### src/hdl/via_pkg.sv
`default_nettype none

package via_pkg;

   // item kinds
   localparam logic [1:0] MODE_READ   = 2'd0;
   localparam logic [1:0] MODE_WRITE  = 2'd1;
   localparam logic [1:0] MODE_SAMPLE = 2'd2;
   localparam logic [1:0] MODE_TICK   = 2'd3;

   // register map
   localparam logic [3:0] REG_ORB   = 4'd0;
   localparam logic [3:0] REG_ORA   = 4'd1;
   localparam logic [3:0] REG_DDRB  = 4'd2;
   localparam logic [3:0] REG_DDRA  = 4'd3;
   localparam logic [3:0] REG_T1CL  = 4'd4;
   localparam logic [3:0] REG_T1CH  = 4'd5;
   localparam logic [3:0] REG_T1LL  = 4'd6;
   localparam logic [3:0] REG_T1LH  = 4'd7;
   localparam logic [3:0] REG_T2CL  = 4'd8;
   localparam logic [3:0] REG_T2CH  = 4'd9;
   localparam logic [3:0] REG_SR    = 4'd10;
   localparam logic [3:0] REG_ACR   = 4'd11;
   localparam logic [3:0] REG_PCR   = 4'd12;
   localparam logic [3:0] REG_IFR   = 4'd13;
   localparam logic [3:0] REG_IER   = 4'd14;
   localparam logic [3:0] REG_ORA_NH = 4'd15;

   // interrupt flag masks
   localparam logic [6:0] FLAG_CA2 = 7'h01;
   localparam logic [6:0] FLAG_CA1 = 7'h02;
   localparam logic [6:0] FLAG_CB2 = 7'h08;
   localparam logic [6:0] FLAG_CB1 = 7'h10;
   localparam logic [6:0] FLAG_T2  = 7'h20;
   localparam logic [6:0] FLAG_T1  = 7'h40;

   // pending handshake actions
   localparam logic [1:0] ACT_NONE = 2'd0;
   localparam logic [1:0] ACT_LOW  = 2'd1;
   localparam logic [1:0] ACT_HIGH = 2'd2;

   // ca2/cb2 control field codes
   localparam logic [2:0] C2_IN_NEG   = 3'd0;
   localparam logic [2:0] C2_IN_POS   = 3'd2;
   localparam logic [2:0] C2_HANDSHK  = 3'd4;
   localparam logic [2:0] C2_PULSE    = 3'd5;
   localparam logic [2:0] C2_MAN_LOW  = 3'd6;

   typedef struct packed {
      logic [7:0] read_data;
      logic       irq;
      logic [7:0] port_a_out;
      logic [7:0] port_b_out;
      logic       ca2_out;
      logic       cb2_out;
   } rsp_type;

endpackage

`default_nettype wire

### src/hdl/via_6522_register_interface.sv
// Register side of a 6522-style interface adapter.
// Request channel (req_valid/req_ready) carries one word per item: a bus read,
// a bus write, a CA1/CB1 pin sample or a tick that applies pending CA2/CB2
// handshake changes. Every request yields exactly one response word on the
// rsp_valid/rsp_ready channel: read data (zero unless a read), the irq level,
// the port drive values and the CA2/CB2 levels after the item.
// The register state and the response register are both loaded at the edge
// that accepts the request. Throughput is one item per clock while the receiver
// takes each response; the single response register is the only buffering.
// When the receiver stalls, the response register holds its word and
// req_ready follows rsp_ready, so a new request is taken in the same cycle the
// held response leaves.
// Synchronous reset clears all state registers but the response word to zero,
// save CA2/CB2 and last CA1/CB1 levels (high); no pending handshake, no response.
`default_nettype none

module via_6522_register_interface (
   input  wire logic       clock,
   input  wire logic       reset,
   input  wire logic       req_valid,
   output logic            req_ready,
   input  wire logic [1:0] req_mode,
   input  wire logic [3:0] req_address,
   input  wire logic [7:0] req_write_data,
   input  wire logic [7:0] req_port_a_in,
   input  wire logic [7:0] req_port_b_in,
   input  wire logic       req_ca1_level,
   input  wire logic       req_cb1_level,
   output logic            rsp_valid,
   input  wire logic       rsp_ready,
   output logic [7:0]      rsp_read_data,
   output logic            rsp_irq,
   output logic [7:0]      rsp_port_a_out,
   output logic [7:0]      rsp_port_b_out,
   output logic            rsp_ca2_out,
   output logic            rsp_cb2_out
);

   logic        req_fire;
   logic        rsp_valid_ff;
   via_pkg::rsp_type rsp_ff, rsp_in;

   logic [7:0]  out_a_ff, out_a_in, out_b_ff, out_b_in;
   logic [7:0]  dir_a_ff, dir_a_in, dir_b_ff, dir_b_in;
   logic [15:0] t1_cnt_ff, t1_cnt_in, t1_lat_ff, t1_lat_in;
   logic [15:0] t2_cnt_ff, t2_cnt_in, t2_lat_ff, t2_lat_in;
   logic [7:0]  sr_ff, sr_in, acr_ff, acr_in, pcr_ff, pcr_in;
   logic [6:0]  flags_ff, flags_in, en_ff, en_in;
   logic        ca2_ff, ca2_in, cb2_ff, cb2_in;
   logic        ca1_last_ff, ca1_last_in, cb1_last_ff, cb1_last_in;
   logic [1:0]  pend_ca2_ff, pend_ca2_in, pend_cb2_ff, pend_cb2_in;
   logic [7:0]  rd;
   logic [2:0]  fa, fb;

   assign req_ready = !rsp_valid_ff || rsp_ready;
   assign req_fire  = req_valid && req_ready;

   assign fa = pcr_ff[3:1];
   assign fb = pcr_ff[7:5];

   always_comb begin
      out_a_in    = out_a_ff;
      out_b_in    = out_b_ff;
      dir_a_in    = dir_a_ff;
      dir_b_in    = dir_b_ff;
      t1_cnt_in   = t1_cnt_ff;
      t1_lat_in   = t1_lat_ff;
      t2_cnt_in   = t2_cnt_ff;
      t2_lat_in   = t2_lat_ff;
      sr_in       = sr_ff;
      acr_in      = acr_ff;
      pcr_in      = pcr_ff;
      flags_in    = flags_ff;
      en_in       = en_ff;
      ca2_in      = ca2_ff;
      cb2_in      = cb2_ff;
      ca1_last_in = ca1_last_ff;
      cb1_last_in = cb1_last_ff;
      pend_ca2_in = pend_ca2_ff;
      pend_cb2_in = pend_cb2_ff;
      rd          = 8'h00;

      unique case (req_mode)
         via_pkg::MODE_READ: begin
            unique case (req_address)
               via_pkg::REG_ORB: begin
                  rd = (req_port_b_in & ~dir_b_ff) | (out_b_ff & dir_b_ff);
                  if (fb == via_pkg::C2_HANDSHK) pend_cb2_in = via_pkg::ACT_LOW;
                  flags_in = flags_ff & ~(via_pkg::FLAG_CB1 | via_pkg::FLAG_CB2);
               end
               via_pkg::REG_ORA: begin
                  rd = req_port_a_in;
                  if (fa == via_pkg::C2_HANDSHK) pend_ca2_in = via_pkg::ACT_LOW;
                  flags_in = flags_ff & ~(via_pkg::FLAG_CA1 | via_pkg::FLAG_CA2);
               end
               via_pkg::REG_DDRB: rd = dir_b_ff;
               via_pkg::REG_DDRA: rd = dir_a_ff;
               via_pkg::REG_T1CL: begin
                  rd = t1_cnt_ff[7:0];
                  flags_in = flags_ff & ~via_pkg::FLAG_T1;
               end
               via_pkg::REG_T1CH: rd = t1_cnt_ff[15:8];
               via_pkg::REG_T1LL: rd = t1_lat_ff[7:0];
               via_pkg::REG_T1LH: rd = t1_lat_ff[15:8];
               via_pkg::REG_T2CL: begin
                  rd = t2_cnt_ff[7:0];
                  flags_in = flags_ff & ~via_pkg::FLAG_T2;
               end
               via_pkg::REG_T2CH: rd = t2_cnt_ff[15:8];
               via_pkg::REG_SR:   rd = sr_ff;
               via_pkg::REG_ACR:  rd = acr_ff;
               via_pkg::REG_PCR:  rd = pcr_ff;
               via_pkg::REG_IFR:  rd = {|(flags_ff & en_ff), flags_ff};
               via_pkg::REG_IER:  rd = {1'b0, en_ff};
               default:           rd = req_port_a_in;
            endcase
         end
         via_pkg::MODE_WRITE: begin
            unique case (req_address)
               via_pkg::REG_ORB: begin
                  out_b_in = req_write_data;
                  if (fb == via_pkg::C2_HANDSHK) pend_cb2_in = via_pkg::ACT_LOW;
                  flags_in = flags_ff & ~(via_pkg::FLAG_CB1 | via_pkg::FLAG_CB2);
               end
               via_pkg::REG_ORA: begin
                  out_a_in = req_write_data;
                  if (fa == via_pkg::C2_HANDSHK) pend_ca2_in = via_pkg::ACT_LOW;
                  flags_in = flags_ff & ~(via_pkg::FLAG_CA1 | via_pkg::FLAG_CA2);
               end
               via_pkg::REG_DDRB: dir_b_in = req_write_data;
               via_pkg::REG_DDRA: dir_a_in = req_write_data;
               via_pkg::REG_T1CL, via_pkg::REG_T1LL:
                  t1_lat_in = {t1_lat_ff[15:8], req_write_data};
               via_pkg::REG_T1CH: begin
                  t1_lat_in = {req_write_data, t1_lat_ff[7:0]};
                  t1_cnt_in = {req_write_data, t1_lat_ff[7:0]};
                  flags_in  = flags_ff & ~via_pkg::FLAG_T1;
               end
               via_pkg::REG_T1LH: begin
                  t1_lat_in = {req_write_data, t1_lat_ff[7:0]};
                  flags_in  = flags_ff & ~via_pkg::FLAG_T1;
               end
               via_pkg::REG_T2CL: t2_lat_in = {t2_lat_ff[15:8], req_write_data};
               via_pkg::REG_T2CH: begin
                  t2_cnt_in = {req_write_data, t2_lat_ff[7:0]};
                  flags_in  = flags_ff & ~via_pkg::FLAG_T2;
               end
               via_pkg::REG_SR:  sr_in  = req_write_data;
               via_pkg::REG_ACR: acr_in = req_write_data;
               via_pkg::REG_PCR: begin
                  pcr_in = req_write_data;
                  if (fb != req_write_data[7:5]) begin
                     if (req_write_data[7:5] == via_pkg::C2_MAN_LOW) begin
                        pend_cb2_in = via_pkg::ACT_NONE;
                        cb2_in      = 1'b0;
                     end else if (req_write_data[7:5] != via_pkg::C2_HANDSHK &&
                                  req_write_data[7:5] != via_pkg::C2_PULSE) begin
                        pend_cb2_in = via_pkg::ACT_NONE;
                        cb2_in      = 1'b1;
                     end
                  end
                  if (fa != req_write_data[3:1]) begin
                     if (req_write_data[3:1] == via_pkg::C2_MAN_LOW) begin
                        pend_ca2_in = via_pkg::ACT_NONE;
                        ca2_in      = 1'b0;
                     end else if (req_write_data[3:1] != via_pkg::C2_HANDSHK &&
                                  req_write_data[3:1] != via_pkg::C2_PULSE) begin
                        pend_ca2_in = via_pkg::ACT_NONE;
                        ca2_in      = 1'b1;
                     end
                  end
               end
               via_pkg::REG_IFR: flags_in = flags_ff & ~req_write_data[6:0];
               via_pkg::REG_IER: begin
                  if (req_write_data[7]) en_in = en_ff | req_write_data[6:0];
                  else en_in = en_ff & ~req_write_data[6:0];
               end
               default: ;
            endcase
         end
         via_pkg::MODE_SAMPLE: begin
            if (req_ca1_level != ca1_last_ff) begin
               ca1_last_in = req_ca1_level;
               if (pcr_ff[0] == req_ca1_level) flags_in = flags_in | via_pkg::FLAG_CA1;
               if (fa == via_pkg::C2_HANDSHK) pend_ca2_in = via_pkg::ACT_HIGH;
            end
            if (req_cb1_level != cb1_last_ff) begin
               cb1_last_in = req_cb1_level;
               if (pcr_ff[4] == req_cb1_level) flags_in = flags_in | via_pkg::FLAG_CB1;
               if (fb == via_pkg::C2_HANDSHK) pend_cb2_in = via_pkg::ACT_HIGH;
            end
         end
         default: begin
            if (pend_ca2_ff == via_pkg::ACT_LOW) ca2_in = 1'b0;
            else if (pend_ca2_ff == via_pkg::ACT_HIGH) ca2_in = 1'b1;
            if (pend_cb2_ff == via_pkg::ACT_LOW) cb2_in = 1'b0;
            else if (pend_cb2_ff == via_pkg::ACT_HIGH) cb2_in = 1'b1;
            pend_ca2_in = via_pkg::ACT_NONE;
            pend_cb2_in = via_pkg::ACT_NONE;
         end
      endcase

      rsp_in.read_data  = rd;
      rsp_in.irq        = |(flags_in & en_in);
      rsp_in.port_a_out = out_a_in | ~dir_a_in;
      rsp_in.port_b_out = out_b_in | ~dir_b_in;
      rsp_in.ca2_out    = ca2_in;
      rsp_in.cb2_out    = cb2_in;
   end

   always_ff @(posedge clock) begin
      if (reset) begin
         rsp_valid_ff <= 1'b0;
         out_a_ff     <= '0;
         out_b_ff     <= '0;
         dir_a_ff     <= '0;
         dir_b_ff     <= '0;
         t1_cnt_ff    <= '0;
         t1_lat_ff    <= '0;
         t2_cnt_ff    <= '0;
         t2_lat_ff    <= '0;
         sr_ff        <= '0;
         acr_ff       <= '0;
         pcr_ff       <= '0;
         flags_ff     <= '0;
         en_ff        <= '0;
         ca2_ff       <= 1'b1;
         cb2_ff       <= 1'b1;
         ca1_last_ff  <= 1'b1;
         cb1_last_ff  <= 1'b1;
         pend_ca2_ff  <= via_pkg::ACT_NONE;
         pend_cb2_ff  <= via_pkg::ACT_NONE;
      end else begin
         if (req_fire) begin
            rsp_valid_ff <= 1'b1;
            out_a_ff     <= out_a_in;
            out_b_ff     <= out_b_in;
            dir_a_ff     <= dir_a_in;
            dir_b_ff     <= dir_b_in;
            t1_cnt_ff    <= t1_cnt_in;
            t1_lat_ff    <= t1_lat_in;
            t2_cnt_ff    <= t2_cnt_in;
            t2_lat_ff    <= t2_lat_in;
            sr_ff        <= sr_in;
            acr_ff       <= acr_in;
            pcr_ff       <= pcr_in;
            flags_ff     <= flags_in;
            en_ff        <= en_in;
            ca2_ff       <= ca2_in;
            cb2_ff       <= cb2_in;
            ca1_last_ff  <= ca1_last_in;
            cb1_last_ff  <= cb1_last_in;
            pend_ca2_ff  <= pend_ca2_in;
            pend_cb2_ff  <= pend_cb2_in;
         end else if (rsp_ready) begin
            rsp_valid_ff <= 1'b0;
         end
      end
   end

   // response word
   always_ff @(posedge clock) begin
      if (req_fire) begin
         rsp_ff <= rsp_in;
      end
   end

   assign rsp_valid      = rsp_valid_ff;
   assign rsp_read_data  = rsp_ff.read_data;
   assign rsp_irq        = rsp_ff.irq;
   assign rsp_port_a_out = rsp_ff.port_a_out;
   assign rsp_port_b_out = rsp_ff.port_b_out;
   assign rsp_ca2_out    = rsp_ff.ca2_out;
   assign rsp_cb2_out    = rsp_ff.cb2_out;

   a_pend_legal: assert property (@(posedge clock) disable iff (reset)
      !(pend_ca2_ff[1] && pend_ca2_ff[0]) && !(pend_cb2_ff[1] && pend_cb2_ff[0]))
      else $error("reserved pending action stored");

   a_tick_clears: assert property (@(posedge clock) disable iff (reset)
      (req_fire && req_mode == via_pkg::MODE_TICK) |=>
      (pend_ca2_ff == via_pkg::ACT_NONE && pend_cb2_ff == via_pkg::ACT_NONE))
      else $error("pending action survived a tick");

   a_irq_match: assert property (@(posedge clock) disable iff (reset)
      rsp_valid_ff |-> (rsp_ff.irq == |(flags_ff & en_ff)))
      else $error("irq out of step with flags and enables");

   a_port_drive: assert property (@(posedge clock) disable iff (reset)
      rsp_valid_ff |-> (rsp_ff.port_a_out == (out_a_ff | ~dir_a_ff) &&
                        rsp_ff.port_b_out == (out_b_ff | ~dir_b_ff)))
      else $error("port drive out of step with registers");

   a_c2_match: assert property (@(posedge clock) disable iff (reset)
      rsp_valid_ff |-> (rsp_ff.ca2_out == ca2_ff && rsp_ff.cb2_out == cb2_ff))
      else $error("ca2/cb2 out of step with levels");

endmodule

`default_nettype wire
### config.mk
export PLATFORM = sky130hd
export DESIGN_NAME = via_6522_register_interface
export DESIGN_NICKNAME = d
export VERILOG_FILES = /design/src/hdl/via_pkg.sv /design/src/hdl/via_6522_register_interface.sv
export SDC_FILE = /design/constraint.sdc
export NUM_CORES = 1
export LEC_CHECK = 0
export BUFFER_PORTS_ARGS = -buffer_cell sky130_fd_sc_hd__clkbuf_2
export CAP_MARGIN = 10
export CORE_UTILIZATION = 55
export CTS_BUF_LIST = sky130_fd_sc_hd__clkbuf_8
export CTS_CLUSTER_DIAMETER = 50
export DETAILED_ROUTE_END_ITERATION = 12
export HOLD_SLACK_MARGIN = 0.02
export PLACE_DENSITY = 0.83
export SYNTH_ARGS = -nofsm -noshare
export SYNTH_HDL_FRONTEND = slang
export SYNTH_SLANG_ARGS = --single-unit
### constraint.sdc
create_clock -name clock -period 1.9 [get_ports clock]
set_input_delay 0.19 -clock clock [delete_from_list [all_inputs] [get_ports clock]]
set_output_delay 0.19 -clock clock [all_outputs]
set_load 0.02 [all_outputs]
==> metrics.txt <==
crit path time final=1825 ps; final period utilization=approximately 96%; Slowest Stage Delay on Critical Path=320 ps; Reg2Reg Launch Point=rsp_valid; starting density of the core=roughly 56%; clk slew on worst S/H paths=100 ps; Routed Antenna Nets=0; Synth Register Bits=between 150 and 200; htree depth=4; # clock sinks=162; hold-critical path endpoint=cb1_last_ff; Filler cells=1219; max cap viols=0; # DRC=0; worst relative slew slack=63.90%; non-filler cells in the finished layout=1356; Peak VDD IR=around 0.00048 V; CTS Buf Count=17; Chip Width=about 130 um; critical path capture point type=flip-flop; Gate Count Post-Synth=1038; Detailed Route WL=28150 um; Iteration-0 DRC Markers=1355; worst hold start=req_cb1_level; Hold Crit Depth=4; Die ar.=approximately 0.016 mm2; Distinct cells, synth=78; hold_buf cts=0; critical path's slowest cell=dfxtp_1; Synth warnings=0; Avg Cell Area, Syn=8.191 um2; via count=approximately 8700; critical path peak fanout=16; n_diodes=0; gr ovfl total=0; All-Layer GR Usage=36.25%; Cell Rows=45; DR WL/cell=around 21 um; Worst R2R Path Depth=7; largest net degree at the start of global routing=61; worst reg2reg endpoint=t1_lat_ff[0]; register-to-register setup slack=70 ps; asr flop ratio synth=0%; Max Fclk=~550 MHz; vias in the first global route=8130; worst endpoint required time=2250 ps; CTS tree=done; Pwr Total=approximately 0.0068 W; TritonRoute pass-1 iters=6; Leak Pwr=3.595 nW; max-slew violations=0; Worst EP arrival=2180 ps; layout cell share with drive strength beyond 1=21.49%; placed instance area=0.009737 mm2; Final Instance Area=0.01012 mm2; Worst Hold Class=input port to flip-flop; IO buf count=64; dpl cells=around 1300; clk_skew=about 13 ps; critical path class=flip-flop to flip-flop; clk_lat worst skew=480 ps; syn nets=1074; sequential share of the synthesized area=41.32%; ys flop type=dfxtp_1; Buffers & Inverters on Critical Path=2; Area Growth Syn to Fin=19.01%; height of the die=126.3 um; fin nets=roughly 1200; HPWL after DPL=20180 um; number of synthesized flops with an enable pin=27; first-pass GRT wire length=roughly 44000 um; Critical Path, Cell by Cell=nor2b_4 -> nor3_4 -> buf_4 -> buf_4 -> nand2_1 -> nand2_1 -> a21oi_1; status=complete, no violations; Netlist Area Pre-Place=0.008502 mm2; clock root buffer=clkbuf_8; Final Hold Viols=0; initial antenna violation count=0; RSZ-0062 raised after global routing=false; Placeable Area=0.01515 mm2; P per Cell Area=669.6 mW/mm2; Critical Path Stages=7; CP top delay family=simple AND/OR/NAND/NOR gates; crit start category=flip-flop; worst slew pin tran=539.1 ps; CTS max path bufs=2; Via-to-Cell Ratio=about 6.4; final setup vio count=0; GPL Wtd Cong=0.9996; number of I/O pins=65
## through the flow
stage	hold WS (ps)	setup WS, ps	TNS (ps)	utilization, %
floorplan	409.6	18.72	0	-
global placement	438.1	-257.7	-519.7	64.29
detailed placement	444.6	-254.6	-728.1	64.29
CTS	61.28	50.30	0	66.64
global route	77.65	7.737	0	66.81
finish	86.39	74.96	0	66.81
## what timing repair did
item / CTS / global route
buffers inserted: 0 / 0
setup endpoints to repair: 0 / 4
resized for setup: 0 / 4
## layout make-up
cell class                 instances  area, um2  share of cell area [%]
multi-input combinational        754       4492                   44.39
sequential                       162       3513                   34.72
timing repair buffer             192       1413                   13.96
clock buffer                      18      247.7                   2.448
tap                              188      235.2                   2.325
clock inverter                    14      108.9                   1.076
inverter                          28      108.9                   1.076
## metal layers
metal | vias up | GRT usage, % | wire [um]
met3 | 92 | 8.182 | 2953
li1 | 3997 | - | -
met2 | 525 | 56.81 | 12580
met5 | - | 0 | 0
met4 | 0 | 18.07 | 1212
met1 | 4125 | 47.18 | 11410
## cells in the final DEF, fill, tap and decap left out, types with 5 or more instances in the layout
master	n
dfxtp_1	135
buf_4	118
clkbuf_8	18
nor2_1	66
clkinv_4	5
mux2i_1	39
xor2_1	8
o21ai_0	55
o22ai_1	8
nand2b_1	8
a32oi_1	12
buf_12	10
inv_1	26
a211oi_1	6
nor3b_1	11
and3_1	8
nand4_1	5
o32a_1	9
o211ai_1	12
clkbuf_2	63
nand3_1	73
a22oi_1	19
nor2b_1	15
edfxtp_1	27
nand2_1	155
nor3_1	10
a21oi_1	124
a31oi_1	11
## synthesized netlist by cell type (3+ instances only)
cell type | count | area (um2)
nand2_1 | 156 | 585.6
dfxtp_1 | 135 | 2703
a21oi_1 | 124 | 620.6
nand3_1 | 73 | 365.4
nor2_1 | 66 | 247.7
o21ai_0 | 55 | 275.3
clkbuf_1 | 45 | 168.9
mux2i_1 | 39 | 390.4
buf_2 | 36 | 180.2
edfxtp_1 | 27 | 810.8
inv_1 | 26 | 97.59
a22oi_1 | 19 | 142.6
nor2b_1 | 16 | 100.1
a32oi_1 | 12 | 105.1
o211ai_1 | 12 | 90.09
a31oi_1 | 11 | 68.82
nor3b_1 | 11 | 82.58
buf_4 | 10 | 75.07
nor3_1 | 10 | 50.05
o32a_1 | 9 | 90.09
and3_1 | 8 | 50.05
nand2b_1 | 8 | 50.05
o22ai_1 | 8 | 50.05
xor2_1 | 8 | 70.07
a211oi_1 | 6 | 45.04
a221oi_1 | 5 | 43.79
nand4_1 | 5 | 31.28
a22o_1 | 4 | 35.03
a32o_1 | 4 | 40.04
and4_1 | 4 | 35.03
nand3b_1 | 4 | 30.03
o311ai_1 | 4 | 35.03
a21o_1 | 3 | 22.52
a221o_1 | 3 | 30.03
a311oi_1 | 3 | 26.28
a31o_1 | 3 | 26.28
a41oi_1 | 3 | 26.28
and3b_1 | 3 | 26.28
nor4_1 | 3 | 18.77
o21ai_1 | 3 | 15.01
o31ai_1 | 3 | 22.52
## registers in the layout, indices dropped and copies added (netlist names), 8 cells and up
name / flops
out_b_ff: 8
dir_a_ff: 8
rsp_read_data: 8
out_a_ff: 8
sr_ff: 8
dir_b_ff: 8
rsp_port_b_out: 8
pcr_ff: 8
t1_lat_ff: 16
acr_ff: 8
t2_lat_ff: 8
rsp_port_a_out: 8
t1_cnt_ff: 16
t2_cnt_ff: 16
## where the power goes
part	internal, W	leakage (nW)	switching [W]
clock	0.000952	0.179	0.00142
sequential	0.00352	1.31	0.0000273
combinational	0.000309	2.11	0.000549
total	0.00478	3.59	0.00199
## tightest hold or removal path, cell delays in order
cell and delay (ps):
clkbuf_2 120, inv_1 40, nor2_1 90, a211o_1 100
## worst max-delay path by stage
| stage | start | endpoint |
|---|---|---|
| detailed placement | req_address[3] | rsp_read_data[3] |
| floorplan | rsp_valid | cb2_ff |
| global placement | req_address[3] | rsp_read_data[3] |
| CTS | pcr_ff[5] | pend_cb2_ff[0] |
| finish | rsp_valid | t1_lat_ff[0] |
| global route | rsp_valid | t1_lat_ff[0] |
## logic make-up after synthesis
logic type	synth area share, %
AOI/OAI and AO/OA	23.31
xor gates and xnor gates	0.8242
buffers and inverters	6.534
DFF	41.32
muxes	5.386
and+or+nand+nor	22.62
Note: power is estimated with default switching activity, not from simulation.
